[src/hw/rtl/assert_macros.svh]
// Assertion helpers, clocked on clk and disabled while rst_n is low
`ifndef ASSERT_MACROS_SVH
`define ASSERT_MACROS_SVH

// Concurrent check on the rising edge of clk
`define ASSERT_CLK(label, prop, msg) \
  label: assert property (@(posedge clk) disable iff (!rst_n) (prop)) else $error(msg);

// Implication whose consequent is checked in the cycle after the antecedent
`define ASSERT_NEXT(label, ante, cons, msg) \
  label: assert property (@(posedge clk) disable iff (!rst_n) (ante) |=> (cons)) \
    else $error(msg);

`endif

[src/hw/rtl/vtrb_pkg.sv]
`default_nettype none

package vtrb_pkg;

  typedef enum logic [1:0] {
    ACT_TICK  = 2'd0,
    ACT_READ  = 2'd1,
    ACT_WRITE = 2'd2,
    ACT_ACK   = 2'd3
  } action_t;

  localparam logic [3:0] REG_STATUS   = 4'd0;
  localparam logic [3:0] REG_CONTROL  = 4'd1;
  localparam logic [3:0] REG_PIXEL    = 4'd2;
  localparam logic [3:0] REG_LINE     = 4'd3;
  localparam logic [3:0] REG_FRAME    = 4'd4;
  localparam logic [3:0] REG_WIN_FIRST = 4'd5;
  localparam logic [3:0] REG_WIN_LAST  = 4'd10;

  localparam int WIN_WORDS = 6;
  localparam int WIN_WIDTH_IDX  = 4;
  localparam int WIN_HEIGHT_IDX = 5;

  localparam int FLAG_H_BIT    = 0;
  localparam int FLAG_V_BIT    = 1;
  localparam int CTRL_HIRQ_BIT = 1;
  localparam int CTRL_VIRQ_BIT = 2;

  typedef struct packed {
    logic        frame_start;
    logic        vblank;
    logic        hblank;
    logic        irq_level;
    logic [15:0] read_data;
  } result_t;

endpackage

`default_nettype wire

[src/hw/rtl/video_timing_register_block.sv]
`default_nettype none
`include "assert_macros.svh"

// Video timing register block. Each item on the input stream is a pixel tick, a
// register read, a register write or an interrupt acknowledge (in_tuser), and
// gives exactly one result item carrying the read data and the interrupt, blanking
// and frame-start flags as they stand after that item. One item is taken every
// clock cycle while the result is not stalled; the result is offered from the result
// register after the item has passed the input register, the two registers standing
// either side of the whole counter and register-file update, which is combinational
// between them. A stalled result holds the result register, and the input register
// keeps one more item waiting.
module video_timing_register_block #(
  parameter int ACTIVE_PIXELS = 640,
  parameter int HBLANK_PIXELS = 160,
  parameter int ACTIVE_LINES  = 480,
  parameter int VBLANK_LINES  = 45
) (
  input  wire logic        clk,
  input  wire logic        rst_n,
  input  wire logic        in_tvalid,
  output      logic        in_tready,
  input  wire logic [23:0] in_tdata,  // [3:0] reg_index, [19:4] write_data, zero fill
  input  wire logic [1:0]  in_tuser,  // [1:0] action
  output      logic        out_tvalid,
  input  wire logic        out_tready,
  output      logic [23:0] out_tdata  // [15:0] read_data, [16] irq_level, [17] hblank,
                                      // [18] vblank, [19] frame_start, zero fill
);

  localparam logic [15:0] AP_LAST = 16'(ACTIVE_PIXELS - 1);
  localparam logic [15:0] PX_TOTAL = 16'(ACTIVE_PIXELS + HBLANK_PIXELS);
  localparam logic [15:0] PX_LAST = 16'(ACTIVE_PIXELS + HBLANK_PIXELS - 1);
  localparam logic [15:0] AL_LAST = 16'(ACTIVE_LINES - 1);
  localparam logic [15:0] LN_TOTAL = 16'(ACTIVE_LINES + VBLANK_LINES);
  localparam logic [15:0] LN_LAST = 16'(ACTIVE_LINES + VBLANK_LINES - 1);

  logic                  in_valid_r;
  vtrb_pkg::action_t     in_action_r;
  logic [3:0]            in_index_r;
  logic [15:0]           in_wdata_r;

  logic                  out_valid_r;
  vtrb_pkg::result_t     out_res_r;
  vtrb_pkg::result_t     res_nxt;

  logic [15:0] pixel_r, pixel_nxt;
  logic [15:0] line_r, line_nxt;
  logic [15:0] status_r, status_nxt;
  logic [15:0] control_r, control_nxt;
  logic [15:0] frame_r, frame_nxt;
  logic [15:0] win_r   [vtrb_pkg::WIN_WORDS];
  logic [15:0] win_nxt [vtrb_pkg::WIN_WORDS];
  logic        irq_r, irq_nxt;

  logic        move;
  logic [2:0]  win_sel;
  logic [15:0] rd_val;

  assign move      = in_valid_r && (!out_valid_r || out_tready);
  assign in_tready = !in_valid_r || move;
  assign win_sel   = 3'(in_index_r - vtrb_pkg::REG_WIN_FIRST);

  always_comb begin
    unique case (in_index_r)
      vtrb_pkg::REG_STATUS:  rd_val = status_r;
      vtrb_pkg::REG_CONTROL: rd_val = control_r;
      vtrb_pkg::REG_PIXEL:   rd_val = pixel_r;
      vtrb_pkg::REG_LINE:    rd_val = line_r;
      vtrb_pkg::REG_FRAME:   rd_val = frame_r;
      default: begin
        if (in_index_r >= vtrb_pkg::REG_WIN_FIRST && in_index_r <= vtrb_pkg::REG_WIN_LAST) begin
          rd_val = win_r[win_sel];
        end else begin
          rd_val = '0;
        end
      end
    endcase
  end

  always_comb begin
    logic [15:0] ln;
    logic [15:0] px;
    pixel_nxt   = pixel_r;
    line_nxt    = line_r;
    status_nxt  = status_r;
    control_nxt = control_r;
    frame_nxt   = frame_r;
    irq_nxt     = irq_r;
    for (int i = 0; i < vtrb_pkg::WIN_WORDS; i++) begin
      win_nxt[i] = win_r[i];
    end
    res_nxt     = '0;
    ln          = line_r;
    px          = pixel_r;

    unique case (in_action_r)
      vtrb_pkg::ACT_TICK: begin
        res_nxt.frame_start = (pixel_r == '0) && (line_r == '0);
        if (pixel_r == AP_LAST) begin
          status_nxt[vtrb_pkg::FLAG_H_BIT] = 1'b1;
          if (control_r[vtrb_pkg::CTRL_HIRQ_BIT]) begin
            irq_nxt = 1'b1;
          end
        end else if (pixel_r == PX_LAST) begin
          status_nxt[vtrb_pkg::FLAG_H_BIT] = 1'b0;
          if (line_r == AL_LAST) begin
            status_nxt[vtrb_pkg::FLAG_V_BIT] = 1'b1;
            if (control_r[vtrb_pkg::CTRL_VIRQ_BIT]) begin
              irq_nxt = 1'b1;
            end
          end else if (line_r == LN_LAST) begin
            status_nxt[vtrb_pkg::FLAG_V_BIT] = 1'b0;
          end
          ln = line_r + 16'd1;
        end
        if (ln >= LN_TOTAL) begin
          ln = '0;
        end
        px = pixel_r + 16'd1;
        if (px >= PX_TOTAL) begin
          px = '0;
        end
        pixel_nxt = px;
        line_nxt  = ln;
      end
      vtrb_pkg::ACT_READ: begin
        res_nxt.read_data = rd_val;
      end
      vtrb_pkg::ACT_WRITE: begin
        unique case (in_index_r)
          vtrb_pkg::REG_STATUS:  status_nxt  = in_wdata_r;
          vtrb_pkg::REG_CONTROL: control_nxt = in_wdata_r;
          vtrb_pkg::REG_PIXEL:   pixel_nxt   = in_wdata_r;
          vtrb_pkg::REG_LINE:    line_nxt    = in_wdata_r;
          vtrb_pkg::REG_FRAME:   frame_nxt   = in_wdata_r;
          default: begin
            for (int i = 0; i < vtrb_pkg::WIN_WORDS; i++) begin
              if (in_index_r == 4'(vtrb_pkg::REG_WIN_FIRST + 4'(i))) begin
                win_nxt[i] = in_wdata_r;
              end
            end
          end
        endcase
      end
      vtrb_pkg::ACT_ACK: begin
        irq_nxt = 1'b0;
      end
      default: begin
        irq_nxt = irq_r;
      end
    endcase

    res_nxt.irq_level = irq_nxt;
    res_nxt.hblank    = status_nxt[vtrb_pkg::FLAG_H_BIT];
    res_nxt.vblank    = status_nxt[vtrb_pkg::FLAG_V_BIT];
  end

  always_ff @(posedge clk) begin
    if (!rst_n) begin
      in_valid_r  <= 1'b0;
      out_valid_r <= 1'b0;
      pixel_r     <= '0;
      line_r      <= '0;
      status_r    <= '0;
      control_r   <= '0;
      frame_r     <= '0;
      irq_r       <= 1'b0;
      for (int i = 0; i < vtrb_pkg::WIN_WORDS; i++) begin
        win_r[i] <= '0;
      end
      win_r[vtrb_pkg::WIN_WIDTH_IDX]  <= 16'(ACTIVE_PIXELS);
      win_r[vtrb_pkg::WIN_HEIGHT_IDX] <= 16'(ACTIVE_LINES);
    end else begin
      if (in_tvalid && in_tready) begin
        in_valid_r <= 1'b1;
      end else if (move) begin
        in_valid_r <= 1'b0;
      end
      if (move) begin
        out_valid_r <= 1'b1;
        pixel_r     <= pixel_nxt;
        line_r      <= line_nxt;
        status_r    <= status_nxt;
        control_r   <= control_nxt;
        frame_r     <= frame_nxt;
        irq_r       <= irq_nxt;
        for (int i = 0; i < vtrb_pkg::WIN_WORDS; i++) begin
          win_r[i] <= win_nxt[i];
        end
      end else if (out_tready) begin
        out_valid_r <= 1'b0;
      end
    end
  end

  always_ff @(posedge clk) begin
    if (in_tvalid && in_tready) begin
      in_action_r <= vtrb_pkg::action_t'(in_tuser);
      in_index_r  <= in_tdata[3:0];
      in_wdata_r  <= in_tdata[19:4];
    end
    if (move) begin
      out_res_r <= res_nxt;
    end
  end

  assign out_tvalid = out_valid_r;
  assign out_tdata  = {4'b0000, out_res_r};

  `ASSERT_NEXT(a_ack_clears_irq, move && in_action_r == vtrb_pkg::ACT_ACK,
               !irq_r && !out_res_r.irq_level, "acknowledge left interrupt raised")
  `ASSERT_NEXT(a_unmapped_read_zero,
               move && in_action_r == vtrb_pkg::ACT_READ && in_index_r > vtrb_pkg::REG_WIN_LAST,
               out_res_r.read_data == '0, "unmapped read returned non-zero")
  `ASSERT_NEXT(a_tick_in_range, move && in_action_r == vtrb_pkg::ACT_TICK,
               pixel_r < PX_TOTAL && line_r < LN_TOTAL, "counter past period after tick")
  `ASSERT_NEXT(a_read_keeps_state, move && in_action_r == vtrb_pkg::ACT_READ,
               $stable(pixel_r) && $stable(line_r) && $stable(status_r),
               "read changed timing state")
  `ASSERT_CLK(a_flags_match, !out_valid_r || (out_res_r.hblank == status_r[vtrb_pkg::FLAG_H_BIT])
              || in_valid_r, "hblank output out of step with status")

endmodule

`default_nettype wire
[config.mk]
export PLATFORM = sky130hd
export DESIGN_NAME = video_timing_register_block
export DESIGN_NICKNAME = d
export VERILOG_FILES = /design/src/hw/rtl/vtrb_pkg.sv /design/src/hw/rtl/video_timing_register_block.sv
export VERILOG_INCLUDE_DIRS = /design/src /design/src/hw/rtl
export SDC_FILE = /design/constraint.sdc
export NUM_CORES = 1
export LEC_CHECK = 0
export ABC_AREA = 1
export ABC_CLOCK_PERIOD_IN_PS = 5700
export BUFFER_PORTS_ARGS = -buffer_cell sky130_fd_sc_hd__buf_2
export CAP_MARGIN = 15
export CELL_PAD_IN_SITES_DETAIL_PLACEMENT = 0
export CELL_PAD_IN_SITES_GLOBAL_PLACEMENT = 1
export CORE_AREA = 2 2 149 151
export DETAILED_ROUTE_END_ITERATION = 7
export DIE_AREA = 0 0 151 153
export PLACE_DENSITY = 0.93
export SLEW_MARGIN = 20
export SYNTH_ARGS = -nofsm -noshare
export SYNTH_HDL_FRONTEND = slang
export SYNTH_SLANG_ARGS = --single-unit
export TNS_END_PERCENT = 10
[constraint.sdc]
create_clock -name clk -period 5.7 [get_ports clk]
set_clock_uncertainty 0.15 [all_clocks]
set_input_delay 0.855 -clock clk [delete_from_list [all_inputs] [get_ports clk]]
set_output_delay 0.855 -clock clk [all_outputs]
set_load 0.1 [all_outputs]
==> results.cfg, run 1 <==
[outcome]
outcome = complete, no violations

[routing]
viasPerCell = 5.69
drt_wl_total_mm = 28.4
drt_pass1_iterations = 5
drt-initial-drc-count = 876
detail-route-antenna-nets = 0
route.detailed.drc = 0
num_vias = 8990
wire_per_inst_um = 18.0

[setup_path]
crit_chain = inv_1 > ha_1 > buf_4 > inv_1 > nor2_1 > inv_1 > nor2_1 > nand3_1 > nand2_1
worstPathMaxFanout = 35
crit_path_end_kind = flop
cpMostUsedCell = inv_1
path_class = flop to flop
cp-start-kind = flop
crit_family = simple AND/OR/NAND/NOR gates
slowest_delay_ns = 0.90
cp_slowest_cell = nand2_1
cp.arrival_ns = 3.88
cp.required_ns = 5.69
cp_num_buf_inv = 4

[sta]
hold_violations = 0
clock.fmax_ghz = 0.257
period_share_pct = 68.3
setup_ws_ns = 1.81
period_minus_slack_ns = 3.89
fin_hold_ws_ns = 0.361
fin_setup_tns_ns = 0
tightest_slew_ns = 1.07
maxSlewHeadroom_pct = 28.4
grt_setup_unrepaired = false
maxSlewViolCount = 0
setup_viol = 0

[floorplanning]
die_w_um = 151
start_util_pct = 50.3
die_y_um = 153
die_area_sq_um = 23100
ios = 56
std_cell_rows = 54
core_area_sq_um = 21500

[clocking]
cts_resized = 0
cts.sinks = 221
htree_num_levels = 1
numCtsBuffers = 24
cts.path.max_buffers = 3
path_clk_slew_ns = 0.06
cts_root_buf = clkbuf_16
postCtsSetupBuffers = 0
cts_hold_buf = 0
insertion_delay_ns = 0.51
cts_tree = done

[synth]
ys_ff_latch = 221
synthMostInstantiatedCell = nor2_1
synth_cell_types = 44
ys_warn_count = 0
synth_top_area_share_pct = 38.3
async_reset_ff_share_pct = 0
synth_enable_flop_cells = 138
synth_cells = 1260
synthTopCellsByCount = nor2_1, nand2_1, edfxtp_1, o21ai_0, a21oi_1
seq_area_frac_synth_pct = 53.7
yosysTopAreaCell = edfxtp_1
synth-main-ff-cell = edfxtp_1
syn_avg_cell_area_sq_um = 8.58
yosys-top-cells-area = edfxtp_1, dfxtp_1, nor2_1, nand2_1, o21ai_0
syn_area_sq_um = 10800

[global_route]
grt_pass1_wl_mm = 44.5
grt_antenna_before_repair = 0
grt-ovfl-total = 0
gr-usage-all-layers_pct = 24.4
grt_pass1_vias = 8163
grt_max_degree = 89

[power]
ir_worst_vdd_uv = 209
total_power_mw = 3.61
cellPowerDensity_nw_per_um2 = 302
leakage_nw = 4.67

[cells_and_area]
area_delta_synth_final_pct = 10.5
diodes = 0
regArea_sq_um = 5810
fillCellCount = 1945
nets = 1325
drive_gt1_share_pct = 10.4
multi_input_area_sq_um = 4360
final_cell_area_sq_um = 12000

[flow_run]
drv_cap = 0

[worst_hold_path]
hp-class = primary input to flop

[place]
dp_slack_ns = 1.81
hpwlAfterDp_mm = 19.4
dpl_cell_area_sq_um = 11200
routabilityCongestion = 0.912
port_buffers = 47
## worst register-to-register path, delay by kind of cell, from the launching register on
kind,cells,cell delay [ns]
adder cells (fa/ha/maj),1,0.15
buffers and inverters,4,0.81
flip-flops,1,0.39
AND/OR/NAND/NOR,4,2.02
## through the flow
step | cells | util (%)
finish | 1581 | 55.7
global route | 1581 | 55.7
CTS | 1581 | 55.7
detailed placement | 1538 | 52.3
global placement | 1538 | 52.3
floorplan | 1263 | -
## layer usage
layer  vias to the layer above  global-route usage (%)  share of wire [%]
li1                       4375                       -                  -
met1                      4249                    35.3                 44
met2                       324                    39.4                 47
met3                        42                    2.96                6.9
met4                         0                    5.96                2.1
met5                         -                       0                  0
## flip-flops by register name, summed over array words and instances, names as in the netlist
register / flops
control_r: 16
line_r: 16
pixel_r: 16
out_tdata: 20
out_tvalid: 1
in_action_r: 2
in_index_r: 4
irq_r: 1
status_r: 16
in_valid_r: 1
win_r: 96
frame_r: 16
in_wdata_r: 16
## cell type report
| class | count | share of cell area (%) |
|---|---|---|
| clock buffers | 33 | 5.57 |
| clock inverters | 10 | 0.460 |
| inverters | 96 | 3.03 |
| multi-input cells | 878 | 36.5 |
| flip-flops and latches | 221 | 48.6 |
| well taps | 280 | 2.93 |
| repair buffers | 63 | 2.97 |
## logic make-up after synthesis
| family | share of synthesized area, % |
|---|---|
| AND/OR/NAND/NOR | 21.8 |
| AO/OA/AOI/OAI | 16.4 |
| flip-flops | 53.7 |
| buffers and inverters | 6.14 |
| adder cells (fa/ha/maj) | 1.27 |
| XOR/XNOR | 0.729 |
| other | 0.0347 |
## worst paths after layout
kind	startpoint	endpoint	slack, ns	cells past startpoint
max	in_action_r[0]$_DFFE_PP_	win_r[3][8]$_SDFFCE_PN0P_	1.81	9
max reg2reg	in_action_r[0]$_DFFE_PP_	win_r[3][8]$_SDFFCE_PN0P_	1.81	9
min	in_tdata[8]	in_wdata_r[4]$_DFFE_PP_	0.36	1
min reg2reg	out_tvalid$_SDFFE_PN0P_	out_tvalid$_SDFFE_PN0P_	0.36	2
## placed cells by master (no fill, tap or decap), types with 4 or more instances in the layout
cell       count
a21oi_1      106
a21oi_2       12
a221oi_1      11
a22oi_1        4
a31oi_1        8
a32oi_1       12
a41oi_1        7
buf_2         47
buf_4         16
clkbuf_1       7
clkbuf_16     25
clkinv_1      20
clkinv_2       4
conb_1         4
dfxtp_1       83
edfxtp_1     138
ha_1          11
inv_1         77
nand2_1      210
nand3_1       68
nand4_1       14
nor2_1       215
nor2_2         6
nor2_4         7
nor3_1         7
o211ai_1      15
o21ai_0      125
xor2_1         8
## power breakdown
group / internal, mW / switching (mW)
logic: 0.0867 / 0.293
clock network: 0.815 / 0.624
registers: 1.76 / 0.0406
total: 2.66 / 0.957
Power figures use the tool's default switching activity.
==> run 2, diff against run 1 <==
Settings changed: ABC_CLOCK_PERIOD_IN_PS 5700 to 4000, CORE_AREA 2 2 149 151 to 2 2 155 157, DIE_AREA 0 0 151 153 to 0 0 157 159, PLACE_DENSITY 0.93 to 0.87.
Clock period 5.7 ns to 4 ns, I/O delays scaled along.
==> run 2 against run 1 <==
Net effect:
- total power up 46%
- register-to-register slack worse by 0.99 ns
- hold slack worse by 0.26 ns
- die area up 8.1%
- final cell count up 2.8%
- fmax up 22%
- global-route usage down 1.3 points
- worst setup slack worse by 0.99 ns
- core utilization down 3.5 points
- sequential power up 42%
- sequential share of layout area down 0.59 points
- clock power up 51%
- largest power group unchanged
- highest routed layer unchanged
==> results.cfg, run 2 (synthesis results as in run 1) <==
[outcome]
outcome = complete, no violations

[cells_and_area]
final_cell_mix = nor2_1, nand2_1, edfxtp_1
multi_input_area_sq_um = 4370
regArea_sq_um = 5810
nets = 1330
utilization_pct = 52.2
diodes = 0
drive_gt1_share_pct = 11.1
final_common_cell = nor2_1
largest_register_ffs = 96
largest-register = win_r
area_delta_synth_final_pct = 11.9
fillCellCount = 2174

[power]
combPwrFrac_pct = 10.3
seqPwrFrac_pct = 48.4
leakage_nw = 4.71
power.internal_mw = 3.92
ir_worst_vdd_uv = 319
pwr-share-clk_pct = 41.3
cellPowerDensity_nw_per_um2 = 437
p_sw_share_pct = 25.9
p_sw_mw = 1.37

[floorplanning]
core_area_sq_um = 23200
std_cell_rows = 56
die_y_um = 159
die_area_sq_um = 25000
start_util_pct = 46.6
die_w_um = 157
ios = 56

[place]
routabilityCongestion = 0.907
port_buffers = 47
hpwlAfterDp_mm = 19.9
dp_slack_ns = 0.894

[setup_path]
crit_path_end_kind = flop
cp-start-kind = flop
worstReg2RegEnd = win_r[2][12]$_SDFFCE_PN0P_
cp.arrival_ns = 3.16
reg2reg_depth = 11
path_class = flop to flop
cp.required_ns = 3.98
reg2reg_slack_ns = 0.82
r2r_start = in_index_r[0]$_DFFE_PP_
worstPathMaxFanout = 21

[routing]
drt-initial-drc-count = 760
drt_wl_total_mm = 28.8
route.detailed.drc = 0
wire_per_inst_um = 17.7
detail-route-antenna-nets = 0
num_vias = 8851
drt_pass1_iterations = 7
topRoutingLayerUsed = met4
viasPerCell = 5.44
routed-wl-met3_mm = 1.74
route.met2.wl_mm = 13.9
met1Wirelength_mm = 12.7

[worst_hold_path]
hp-class = primary input to flop
hold_start = in_tdata[0]
hold_end = in_index_r[0]$_DFFE_PP_
min_path_cells = 1

[clocking]
cts.path.max_buffers = 3
postCtsSetupBuffers = 0
cts_hold_buf = 0
path_clk_slew_ns = 0.06
htree_num_levels = 1
cts_root_buf = clkbuf_16
cts_tree = done
numCtsBuffers = 24
cts.sinks = 221
insertion_delay_ns = 0.52
cts_resized = 0

[sta]
setup_ws_ns = 0.819
setup_viol = 0
period_minus_slack_ns = 3.18
maxSlewHeadroom_pct = 30.1
period_share_pct = 79.5
fin_setup_tns_ns = 0
tightest_slew_ns = 1.04
clock.fmax_ghz = 0.314
hold_violations = 0
maxSlewViolCount = 0
grt_setup_unrepaired = false

[global_route]
grt_antenna_before_repair = 0
grt_pass1_wl_mm = 45.4
grt-ovfl-total = 0
gr-usage-all-layers_pct = 23.1
grt_pass1_vias = 8368
grt_max_degree = 75

[flow_run]
drv_cap = 0
run 2: power by group through the flow:
stage	clock network (mW)	logic [mW]	registers, mW
after floorplan	0	0.321	2.67
after global placement	0	0.531	2.61
after detailed placement	0	0.538	2.61
after CTS	2.21	0.541	2.56
after global routing	2.31	0.592	2.57
final	2.18	0.543	2.56
run 2: routing by layer:
layer	vias to the layer above	global-route usage (%)
met3	34	2.91
li1	4382	-
met4	0	5.21
met5	-	0
met1	4155	32.3
met2	280	38.5
run 2: stage by stage:
stage	hold slack, ns	instances	power (mW)	area, sq um
after floorplan	0.343	1263	2.99	10800
after global placement	0.342	1582	3.14	11300
after detailed placement	0.349	1582	3.15	11300
after CTS	0.0850	1626	5.31	12100
after global routing	0.0795	1626	5.47	12100
final	0.0974	1626	5.29	12100
run 2: worst max-delay path by stage:
stage	startpoint	endpoint	slack, ns	cells past startpoint
2_1_floorplan	out_tvalid$_SDFFE_PN0P_	in_action_r[0]$_DFFE_PP_	0.89	3
3_3_place_gp	in_index_r[0]$_DFFE_PP_	win_r[2][13]$_SDFFCE_PN0P_	0.92	10
3_5_place_dp	in_index_r[0]$_DFFE_PP_	win_r[2][13]$_SDFFCE_PN0P_	0.89	11
4_1_cts	in_index_r[0]$_DFFE_PP_	win_r[2][11]$_SDFFCE_PN0P_	0.86	11
5_1_grt	in_index_r[0]$_DFFE_PP_	win_r[2][11]$_SDFFCE_PN0P_	0.57	11
6_report	in_index_r[0]$_DFFE_PP_	win_r[2][12]$_SDFFCE_PN0P_	0.82	11
run 2: worst max-delay path, cell delays in order (launching register included):
cell and delay, ns:
edfxtp_1 0.38, buf_4 0.28, inv_2 0.08, ha_1 0.25, inv_1 0.19, nor2_2 0.06
buf_4 0.20, nor3_1 0.14, nand2_1 0.07, nor3_1 0.19, nand3_1 0.17, nand2_1 0.60
run 2: area by class of cell:
class | count | area share (%)
tap | 319 | 3.30
multi-input combinational | 878 | 36.1
sequential | 221 | 48.0
clock buffer | 32 | 5.47
inverter | 96 | 3.00
clock inverter | 12 | 0.972
timing repair buffer | 68 | 3.25
